File: src/rtl/sha256_pkg.sv
package sha256_pkg;

  localparam logic CMD_ABSORB = 1'b0;
  localparam logic CMD_FINISH = 1'b1;

  typedef struct packed {
    logic       command;
    logic [7:0] message_byte;
  } in_word_t;

  typedef struct packed {
    logic [31:0] digest_word;
    logic [2:0]  word_number;
    logic        final_word;
  } out_word_t;

  typedef logic [0:7][31:0] hash_t;
  typedef logic [0:15][31:0] window_t;

  typedef struct packed {
    logic       load_byte;
    logic       step;
    logic [7:0] byte_in;
  } sched_ctl_t;

  localparam hash_t INIT_H = '{
    32'h6a09e667, 32'hbb67ae85, 32'h3c6ef372, 32'ha54ff53a,
    32'h510e527f, 32'h9b05688c, 32'h1f83d9ab, 32'h5be0cd19
  };

  localparam logic [31:0] ROUND_K [64] = '{
    32'h428a2f98, 32'h71374491, 32'hb5c0fbcf, 32'he9b5dba5,
    32'h3956c25b, 32'h59f111f1, 32'h923f82a4, 32'hab1c5ed5,
    32'hd807aa98, 32'h12835b01, 32'h243185be, 32'h550c7dc3,
    32'h72be5d74, 32'h80deb1fe, 32'h9bdc06a7, 32'hc19bf174,
    32'he49b69c1, 32'hefbe4786, 32'h0fc19dc6, 32'h240ca1cc,
    32'h2de92c6f, 32'h4a7484aa, 32'h5cb0a9dc, 32'h76f988da,
    32'h983e5152, 32'ha831c66d, 32'hb00327c8, 32'hbf597fc7,
    32'hc6e00bf3, 32'hd5a79147, 32'h06ca6351, 32'h14292967,
    32'h27b70a85, 32'h2e1b2138, 32'h4d2c6dfc, 32'h53380d13,
    32'h650a7354, 32'h766a0abb, 32'h81c2c92e, 32'h92722c85,
    32'ha2bfe8a1, 32'ha81a664b, 32'hc24b8b70, 32'hc76c51a3,
    32'hd192e819, 32'hd6990624, 32'hf40e3585, 32'h106aa070,
    32'h19a4c116, 32'h1e376c08, 32'h2748774c, 32'h34b0bcb5,
    32'h391c0cb3, 32'h4ed8aa4a, 32'h5b9cca4f, 32'h682e6ff3,
    32'h748f82ee, 32'h78a5636f, 32'h84c87814, 32'h8cc70208,
    32'h90befffa, 32'ha4506ceb, 32'hbef9a3f7, 32'hc67178f2
  };

  localparam logic [7:0] PAD_MARK = 8'h80;
  localparam logic [5:0] LEN_START = 6'd56;
  localparam logic [5:0] LAST_FILL = 6'd63;
  localparam logic [5:0] LAST_ROUND = 6'd63;
  localparam logic [2:0] LAST_WORD = 3'd7;

endpackage

File: src/rtl/sha256_sched.sv
module sha256_sched
  import sha256_pkg::*;
(
  input  logic        clk,
  input  sched_ctl_t  ctl,
  output logic [31:0] w
);

  window_t     win_r;
  window_t     win_nxt;
  logic [31:0] w1;
  logic [31:0] w14;
  logic [31:0] s0;
  logic [31:0] s1;
  logic [31:0] w_new;

  // The window doubles as the block buffer: bytes shift in at the low end,
  // so after a full block word 0 holds the first four bytes, big-endian.
  assign w1  = win_r[1];
  assign w14 = win_r[14];
  assign s0  = {w1[6:0], w1[31:7]} ^ {w1[17:0], w1[31:18]} ^ {3'b000, w1[31:3]};
  assign s1  = {w14[16:0], w14[31:17]} ^ {w14[18:0], w14[31:19]} ^
               {10'b0, w14[31:10]};
  assign w_new = s1 + win_r[9] + s0 + win_r[0];
  assign w = win_r[0];

  always_comb begin
    win_nxt = win_r;
    if (ctl.load_byte) begin
      win_nxt = {win_r[0][23:0], win_r[1:15], ctl.byte_in};
    end else if (ctl.step) begin
      win_nxt = {win_r[1:15], w_new};
    end
  end

  always_ff @(posedge clk) begin
    win_r <= win_nxt;
  end

endmodule

File: src/rtl/sha256_round.sv
module sha256_round
  import sha256_pkg::*;
(
  input  hash_t       v,
  input  logic [31:0] w,
  input  logic [31:0] k,
  output hash_t       v_nxt
);

  logic [31:0] a;
  logic [31:0] e;
  logic [31:0] big_s0;
  logic [31:0] big_s1;
  logic [31:0] ch;
  logic [31:0] maj;
  logic [31:0] t1;
  logic [31:0] t2;

  assign a      = v[0];
  assign e      = v[4];
  assign big_s1 = {e[5:0], e[31:6]} ^ {e[10:0], e[31:11]} ^ {e[24:0], e[31:25]};
  assign big_s0 = {a[1:0], a[31:2]} ^ {a[12:0], a[31:13]} ^ {a[21:0], a[31:22]};
  assign ch     = (e & v[5]) ^ (~e & v[6]);
  assign maj    = (a & v[1]) ^ (a & v[2]) ^ (v[1] & v[2]);
  assign t1     = v[7] + big_s1 + ch + k + w;
  assign t2     = big_s0 + maj;

  assign v_nxt = '{t1 + t2, v[0], v[1], v[2], v[3] + t1, v[4], v[5], v[6]};

endmodule

File: src/rtl/sha256_stream_hasher.sv
// SHA-256 hasher for a byte stream.
// The input channel (in_valid, in_stall, in_data) takes one word per item:
// an absorb command carries one message byte, a finish command closes the
// message. The result channel (out_valid, out_stall, out_data) gives the
// eight digest words of a finished message, word 0 first, with final_word
// set on the eighth.
// An absorb that completes a 64-byte block starts a compression, in which
// one shared round unit runs the 64 rounds one per cycle and the fold step
// then adds the result into the hash. A finish feeds the padding and length
// bytes through the same byte path one per cycle, then compresses one or two
// final blocks before the first digest word appears; the words then follow
// in order as each is taken. The block takes no new item while it works or
// while digest words are pending.
// When the receiver stalls, the current digest word holds until it is taken.
// After the last word the block is ready for the next message.
// Reset returns the block to an idle state with the initial hash values.
module sha256_stream_hasher
  import sha256_pkg::*;
(
  input  logic      clk,
  input  logic      rst_n,
  input  logic      in_valid,
  output logic      in_stall,
  input  in_word_t  in_data,
  output logic      out_valid,
  input  logic      out_stall,
  output out_word_t out_data
);

  localparam logic [2:0] ST_IDLE = 3'd0;
  localparam logic [2:0] ST_PAD  = 3'd1;
  localparam logic [2:0] ST_COMP = 3'd2;
  localparam logic [2:0] ST_FOLD = 3'd3;
  localparam logic [2:0] ST_EMIT = 3'd4;

  logic [2:0]  state_r;
  logic [2:0]  state_nxt;
  logic [5:0]  round_r;
  logic [5:0]  round_nxt;
  logic [5:0]  fill_r;
  logic [5:0]  fill_nxt;
  logic [60:0] bytes_r;
  logic [60:0] bytes_nxt;
  logic [63:0] len_r;
  logic [63:0] len_nxt;
  logic        fin_r;
  logic        fin_nxt;
  logic        sent80_r;
  logic        sent80_nxt;
  logic        lenph_r;
  logic        lenph_nxt;
  logic [2:0]  idx_r;
  logic [2:0]  idx_nxt;
  hash_t       work_r;
  hash_t       work_nxt;
  hash_t       chain_r;
  hash_t       chain_nxt;

  hash_t       round_out;
  logic [31:0] w;
  sched_ctl_t  sctl;
  logic        take_in;
  logic        len_mode;
  logic [7:0]  pad_byte;

  sha256_sched u_sched (
    .clk (clk),
    .ctl (sctl),
    .w   (w)
  );

  sha256_round u_round (
    .v     (work_r),
    .w     (w),
    .k     (ROUND_K[round_r]),
    .v_nxt (round_out)
  );

  assign in_stall  = (state_r != ST_IDLE);
  assign take_in   = in_valid && (state_r == ST_IDLE);
  assign out_valid = (state_r == ST_EMIT);
  assign out_data  = '{digest_word: chain_r[idx_r], word_number: idx_r,
                       final_word: (idx_r == LAST_WORD)};

  assign len_mode = sent80_r && (lenph_r || (fill_r == LEN_START));

  always_comb begin
    if (!sent80_r) begin
      pad_byte = PAD_MARK;
    end else if (len_mode) begin
      pad_byte = len_r[63:56];
    end else begin
      pad_byte = 8'h00;
    end
  end

  always_comb begin
    state_nxt  = state_r;
    round_nxt  = round_r;
    fill_nxt   = fill_r;
    bytes_nxt  = bytes_r;
    len_nxt    = len_r;
    fin_nxt    = fin_r;
    sent80_nxt = sent80_r;
    lenph_nxt  = lenph_r;
    idx_nxt    = idx_r;
    work_nxt   = work_r;
    chain_nxt  = chain_r;
    sctl       = '{load_byte: 1'b0, step: 1'b0, byte_in: in_data.message_byte};

    case (state_r)
      ST_IDLE: begin
        if (take_in) begin
          if (in_data.command == CMD_ABSORB) begin
            sctl.load_byte = 1'b1;
            bytes_nxt = bytes_r + 61'd1;
            fill_nxt = fill_r + 6'd1;
            if (fill_r == LAST_FILL) begin
              state_nxt = ST_COMP;
              round_nxt = '0;
              work_nxt = chain_r;
            end
          end else begin
            fin_nxt = 1'b1;
            sent80_nxt = 1'b0;
            lenph_nxt = 1'b0;
            len_nxt = {bytes_r, 3'b000};
            state_nxt = ST_PAD;
          end
        end
      end
      ST_PAD: begin
        sctl.load_byte = 1'b1;
        sctl.byte_in = pad_byte;
        fill_nxt = fill_r + 6'd1;
        if (!sent80_r) begin
          sent80_nxt = 1'b1;
        end else if (len_mode) begin
          lenph_nxt = 1'b1;
          len_nxt = {len_r[55:0], 8'h00};
        end
        if (fill_r == LAST_FILL) begin
          state_nxt = ST_COMP;
          round_nxt = '0;
          work_nxt = chain_r;
        end
      end
      ST_COMP: begin
        sctl.step = 1'b1;
        work_nxt = round_out;
        round_nxt = round_r + 6'd1;
        if (round_r == LAST_ROUND) begin
          state_nxt = ST_FOLD;
        end
      end
      ST_FOLD: begin
        for (int i = 0; i < 8; i++) begin
          chain_nxt[i] = chain_r[i] + work_r[i];
        end
        idx_nxt = '0;
        if (lenph_r) begin
          state_nxt = ST_EMIT;
        end else if (fin_r) begin
          state_nxt = ST_PAD;
        end else begin
          state_nxt = ST_IDLE;
        end
      end
      ST_EMIT: begin
        if (!out_stall) begin
          idx_nxt = idx_r + 3'd1;
          if (idx_r == LAST_WORD) begin
            chain_nxt = INIT_H;
            bytes_nxt = '0;
            fill_nxt = '0;
            fin_nxt = 1'b0;
            sent80_nxt = 1'b0;
            lenph_nxt = 1'b0;
            state_nxt = ST_IDLE;
          end
        end
      end
      default: begin
        state_nxt = ST_IDLE;
      end
    endcase
  end

  always_ff @(posedge clk) begin
    if (!rst_n) begin
      state_r  <= ST_IDLE;
      round_r  <= '0;
      fill_r   <= '0;
      bytes_r  <= '0;
      fin_r    <= 1'b0;
      sent80_r <= 1'b0;
      lenph_r  <= 1'b0;
      idx_r    <= '0;
      chain_r  <= INIT_H;
    end else begin
      state_r  <= state_nxt;
      round_r  <= round_nxt;
      fill_r   <= fill_nxt;
      bytes_r  <= bytes_nxt;
      fin_r    <= fin_nxt;
      sent80_r <= sent80_nxt;
      lenph_r  <= lenph_nxt;
      idx_r    <= idx_nxt;
      chain_r  <= chain_nxt;
    end
  end

  always_ff @(posedge clk) begin
    len_r  <= len_nxt;
    work_r <= work_nxt;
  end

endmodule
File: config.mk
export PLATFORM = sky130hd
export DESIGN_NAME = sha256_stream_hasher
export DESIGN_NICKNAME = d
export VERILOG_FILES = /design/src/rtl/sha256_pkg.sv /design/src/rtl/sha256_sched.sv /design/src/rtl/sha256_round.sv /design/src/rtl/sha256_stream_hasher.sv
export SDC_FILE = /design/constraint.sdc
export NUM_CORES = 2
export LEC_CHECK = 0
export BUFFER_PORTS_ARGS = -buffer_cell sky130_fd_sc_hd__buf_2
export CAP_MARGIN = 20
export CORE_MARGIN = 1.5
export CORE_UTILIZATION = 55
export DETAILED_ROUTE_END_ITERATION = 8
export PLACE_DENSITY_LB_ADDON = 0.1
export SLEW_MARGIN = 20
export SYNTH_ARGS = -nofsm -noshare
export SYNTH_HDL_FRONTEND = slang
export SYNTH_SLANG_ARGS = --single-unit
export TNS_END_PERCENT = 30
File: constraint.sdc
create_clock -name clk -period 26.2 [get_ports clk]
set_clock_uncertainty 0.05 [all_clocks]
set_input_delay 0 -clock clk [delete_from_list [all_inputs] [get_ports clk]]
set_output_delay 0 -clock clk [all_outputs]
set_load 0.02 [all_outputs]
* Word-level counts from Yosys, hierarchy flattened
Memories as Yosys holds them, arrays and structs flattened.
Cells that the tools add are included.
** Storage, ports and cells
- Register bits :: 1170
- Latch bits :: 0
- Bits in writable memories :: 0
- Bits in read-only memories :: 2048
- Input port bits :: 13
- Output and inout bits :: 38
- Memories kept :: 1
** Memory list
- (no name shown) :: words 64, bits a word 32, read ports 1, clocked after memory_dff 0, wr ports 0, line sha256_stream_hasher.sv:75 : .k (ROUND_K[round_r]),
** Cells by class
- $add $sub $neg :: 22
- Multipliers :: 0
- Divide/modulo/power cells :: 0
- Magnitude comparators :: 2
- Equality and inequality tests :: 16
- Shifts and indexed selects :: 0
- Multiplexer cells :: 62
- Bitwise operators :: 19
- Reduce and logical (&&, ||, !) cells :: 21
** Operators by type and width (number)
- two-way mux 256 bit :: 5
- two-way mux 512 bit :: 2
- case mux 256 bit (3 select lines) :: 1
- adder 32 bit :: 18
- case mux 256 bit (2 select lines) :: 1
- XOR 32 bit :: 9
- two-way mux 64 bit :: 4
- two-way mux 61 bit :: 4
- bitwise AND 32 bit :: 5
- two-way mux 32 bit :: 4
- case mux 64 bit (2 select lines) :: 1
- case mux 61 bit (2 select lines) :: 1
- binary-select mux 32 bit (select 3 bit) :: 1
- adder 61 x 1 -> 61 bit (second input constant) :: 1
- two-way mux 6 bit :: 7
- case mux 6 bit (3 select lines) :: 2
- NOT 32 bit :: 1
- XOR 32 x 22 -> 32 bit :: 1
- XOR 32 x 29 -> 32 bit :: 1
- AND reduction 5 bit :: 5
- two-way mux 3 bit :: 8
- two-way mux 8 bit :: 3
- equality test 6 bit (second input constant) :: 3
- case mux 3 bit (5 select lines) :: 1
- other kinds (24) :: 53

* Depth between registers and ports, before layout
- Depth after elaboration :: 8
- Gate-level depth with buffers :: 38
- Gate-level depth less buffers :: 37

* Modules after synthesis
A second synthesis with hierarchy kept.
** Unflattened totals
- Cell total of the unflattened synthesis :: 7549
- Area, all modules :: 79620.1 µm²
** Modules (own cells, without submodules)
- sha256_stream_hasher :: instances 1, cells each 4402, area each 42156.7 µm², sequential area each 16285.6 µm²
- sha256_sched :: instances 1, cells each 1725, area each 25989.9 µm², sequential area each 15374.7 µm²
- sha256_round :: instances 1, cells each 1422, area each 11473.5 µm², sequential area each 0.0 µm²

* Worst setup path before layout
No wires, ideal clock.
- Path type :: flip-flop to flip-flop
- Start point :: reg state_r[1]
- End point :: reg u_sched.win_r, in the netlist u_sched.w14[0], enable pin
- Setup time :: 1.397 ns
- Arrival :: 22.162 ns
- Data required time :: 24.753 ns
- Path slack :: 2.591 ns
- Stages on the path, launching flop included :: 7
- Path buffers :: 2
- Cells stage by stage :: dfxtp_1 buf_2 nor2_1 and2_1 clkbuf_1 nor2_1 nor2_1
** Between the ends
- Word-level cells in the longest chain between the ends :: 5
- Elaborated cells on any way between the ends :: 8
- Classes of those cells :: eq/ne: 2; mux: 3; reduce/logical: 3
** Ends and longest elaborated chain
- from (decl) :: line sha256_stream_hasher.sv:36 : logic [2:0] state_r;
- from (signal assigned) :: line sha256_stream_hasher.sv:201 : state_r <= state_nxt;
- zero test 3 bit :: line sha256_stream_hasher.sv:80, sha256_stream_hasher.sv:111
- logical AND 1 bit :: line sha256_stream_hasher.sv:80 : assign take_in = in_valid && (state_r == ST_IDLE);
- two-way mux 1 bit :: line sha256_stream_hasher.sv:113 : if (take_in) begin
- case mux 1 bit (2 select lines) :: line sha256_stream_hasher.sv:111 : case (state_r)
- nonzero test 2 bit (no source line) (*)
- to (signal assigned) :: line sha256_sched.sv:37 : win_r <= win_nxt;
- to (decl) :: line sha256_sched.sv:9 : window_t win_r;
Mark *: on every way between the ends. The rest lies on a longest branch, timed or not.
A chain may end at the register's enable or synchronous reset.

==> impl_metrics.yaml <==
logic_synthesis:
  synth_cell_types: 93
  synthFlopType: "edfxtp_1"
  netlist_instances: 8494
  synth_area_mm2: 0.0762
  async_flop_share: 0
  syn_nets: 9104
  synth.avg_cell_area_um2: 8.98
  synth-edff-count: 829
  yosysWarningCount: 0
  ys_ff_latch: 1167
  synth_top_area_share: 0.327
  yosysTopAreaCell: "edfxtp_1"
  synth.yosys.seq_area_share: 0.415
  ys_top_cells_by_area: "edfxtp_1 33%, nand2_1 13%, dfxtp_1 8.9%"
final_layout:
  final_util: 0.598
  areaGrowthSynthToFinish_pct: 7.81
  nets: 8907
  drive_gt1_frac: 0.0590
sta:
  slew_viol_final: 0
  clock.fmax_ghz: 0.101
  final_hold_viol_count: 0
  setup_violations: 0
  rsz0062_at_grt: "no"
  min_period_ns: 9.88
  tightestPinTransition_ns: 1.24
  fin_crit_sh: 0.377
  setup_ws_ns: 16.32
  tns_ns: 0
  max_slew_margin: 0.170
grt:
  grt_max_degree: 242
  grt-ovfl-total: 0
  antenna_found_initial: 9
  grt_usage: 0.332
  grt_pass1_vias: 58400
  grt_pass1_wl_mm: 357
routing:
  post-route-drc-count: 0
  wire_per_inst_um: 23.2
  wirelength_mm: 237
  vias_per_cell: 5.98
  drt_iter0_drc: 6023
  final_antenna_net_count: 0
  vias: 61000
  dr.pass1.iters: 6
floorplanning:
  die_area_mm2: 0.141
  coreArea_mm2: 0.137
  placementRows: 136
  num_io_pins: 51
  initial_core_util: 0.555
  die_width_um: 375
  fp.dieH_um: 375
pwr:
  pwr_density_cell_mw_per_mm2: 97.5
  leakagePower_nw: 34.9
  max-vdd-ir-drop_uv: 127
job:
  max-cap-violations: 0
hold_path:
  hold_class: "input port to flip-flop"
run_status:
  status: "finished clean"
placed_design:
  gp_congestion: 0.995
  dp_hpwl_mm: 171
  io_buffers: 50
  dp_slack_ns: 16.55
clocking:
  insertion_delay_ns: 0.78
  clock-sinks: 1167
  cts_setup_buffers: 0
  cts_tree: "done"
  cts_htree_levels: 4
  cts.clk_slew.worst_paths_ns: 0.06
  cts_max_path_buffers: 3
  cts_buffers: 134
  cts_root_buf: "clkbuf_16"
worst_setup_path:
  end_kind: "flip-flop"
  critPathRequiredTime_ns: 26.63
  crit_path_max_fanout: 31
  start_kind: "flip-flop"
  cpMostUsedCell: "inv_1"
  worstSetupPathType: "flip-flop to flip-flop"
  slowest_stage: "a2111oi_0"
  arrival_ns: 10.31
  slowest_delay_ns: 0.82
## worst paths after layout
check        startpoint           to  slack (ns)  cells after the start
min           out_stall     idx_r[2]        0.08                      5
max reg2reg  round_r[0]  work_r[252]       16.32                     36
min reg2reg       fin_r        fin_r        0.40                      2
max          round_r[0]  work_r[252]       16.32                     36
## sequential cells by signal (all words and copies together) (netlist names)
signal / count
round_r: 6
sent80_r: 1
len_r: 61
work_r: 256
fin_r: 1
u_sched.w14: 32
lenph_r: 1
u_sched.w: 32
u_sched.w1: 32
u_sched.win_r: 416
bytes_r: 61
idx_r: 3
chain_r: 256
fill_r: 6
state_r: 3
## synth_stat cells (47+ instances only)
master,count
a31oi_1,47
buf_1,48
fa_1,195
o22ai_1,91
xor2_1,243
nand3_1,81
edfxtp_1,829
nand2b_1,81
clkbuf_1,427
ha_1,402
xnor2_1,388
nor2b_1,118
a22oi_1,71
o21ai_0,416
nand2_1,2571
o21a_1,53
a21oi_1,429
mux4_2,68
a21o_1,179
nor3_1,71
inv_1,380
a211oi_1,56
dfxtp_1,338
nor2_1,329
## worst max-delay path: cells and delay by family, from the launching register on
family	cells	cell delay, ns
AO/OA/AOI/OAI	12	3.44
adder cells (fa/ha/maj)	6	2.46
buffers and inverters	7	1.60
AND/OR/NAND/NOR	9	1.34
XOR/XNOR	2	0.35
flip-flops	1	0.31
## final cells by class
type | instances | area (um^2)
diodes | 1 | 2.50
inverters | 382 | 1440
multi-input cells | 6466 | 41400
repair buffers | 146 | 1070
flip-flops and latches | 1167 | 31700
clock buffers | 176 | 3640
fillers | 12000 | 55300
well taps | 1794 | 2240
clock inverters | 69 | 684
## metrics by stage
stage          area, um^2  cells  power (W)  hold slack (ns)
6_report            82200  10200    0.00802           0.0772
5_1_grt             82200  10200    0.00850           0.0706
4_1_cts             82200  10200    0.00800           0.0527
3_5_place_dp        77700   9941    0.00609            0.271
3_3_place_gp        77700   9940    0.00605            0.253
2_1_floorplan       76200   8494    0.00517            0.143
## per-layer routing
| metal | GRT usage | part of all wire | vias to the layer above |
|---|---|---|---|
| met3 | 0.0537 | 0.074 | 486 |
| li1 | - | - | 28700 |
| met4 | 0.138 | 0.046 | 2 |
| met5 | 0 | 0.000059 | - |
| met2 | 0.531 | 0.46 | 2322 |
| met1 | 0.449 | 0.42 | 29500 |
## cells by family after synthesis
| logic type | share of synthesized area |
|---|---|
| XOR/XNOR | 0.0725 |
| AO/OA/AOI/OAI | 0.132 |
| AND/OR/NAND/NOR | 0.189 |
| adder cells (fa/ha/maj) | 0.118 |
| flip-flops | 0.415 |
| buffers and inverters | 0.0427 |
| multiplexers | 0.0305 |
## cells in the final DEF, fill, tap and decap left out, types with 30 or more instances in the layout
master / netlist / routed
ha_1: 402 / 402
clkbuf_1: 427 / 32
and3_1: 46 / 46
a31oi_1: 47 / 47
o211ai_1: 32 / 32
xnor2_1: 388 / 388
nor2b_1: 118 / 118
mux2i_1: 30 / 30
dfxtp_1: 338 / 331
o21bai_1: 46 / 45
o21a_1: 53 / 52
inv_1: 380 / 378
mux2_2: 44 / 44
a21oi_1: 429 / 429
o21ai_0: 416 / 413
nand3_1: 81 / 81
a211oi_1: 56 / 56
edfxtp_1: 829 / 829
and2_1: 35 / 31
buf_4: 0 / 79
buf_2: 1 / 49
a21o_1: 179 / 179
nor3_1: 71 / 71
nand4_1: 44 / 44
a22oi_1: 71 / 71
nand2_1: 2571 / 2567
clkbuf_16: 0 / 137
xor2_1: 243 / 243
fa_1: 195 / 195
nor2_1: 329 / 326
mux4_2: 68 / 68
or3_1: 32 / 32
o22ai_1: 91 / 91
nand2b_1: 81 / 81
## report_power, final
part	internal, W	switching [W]	total (W)	leakage [nW]
registers	0.00231	0.000182	0.00249	10.7
clock network	0.00108	0.000802	0.00188	2.13
logic	0.00144	0.00221	0.00364	22.1
total	0.00482	0.00319	0.00802	34.9
## timing repair
action                                 in CTS  in global routing
setup endpoints to repair                   0                  0
gates resized for setup                     0                  0
endpoints found under the hold margin      83                  0
hold buffers                               13                  0
Note: power is estimated with default switching activity, not from simulation.
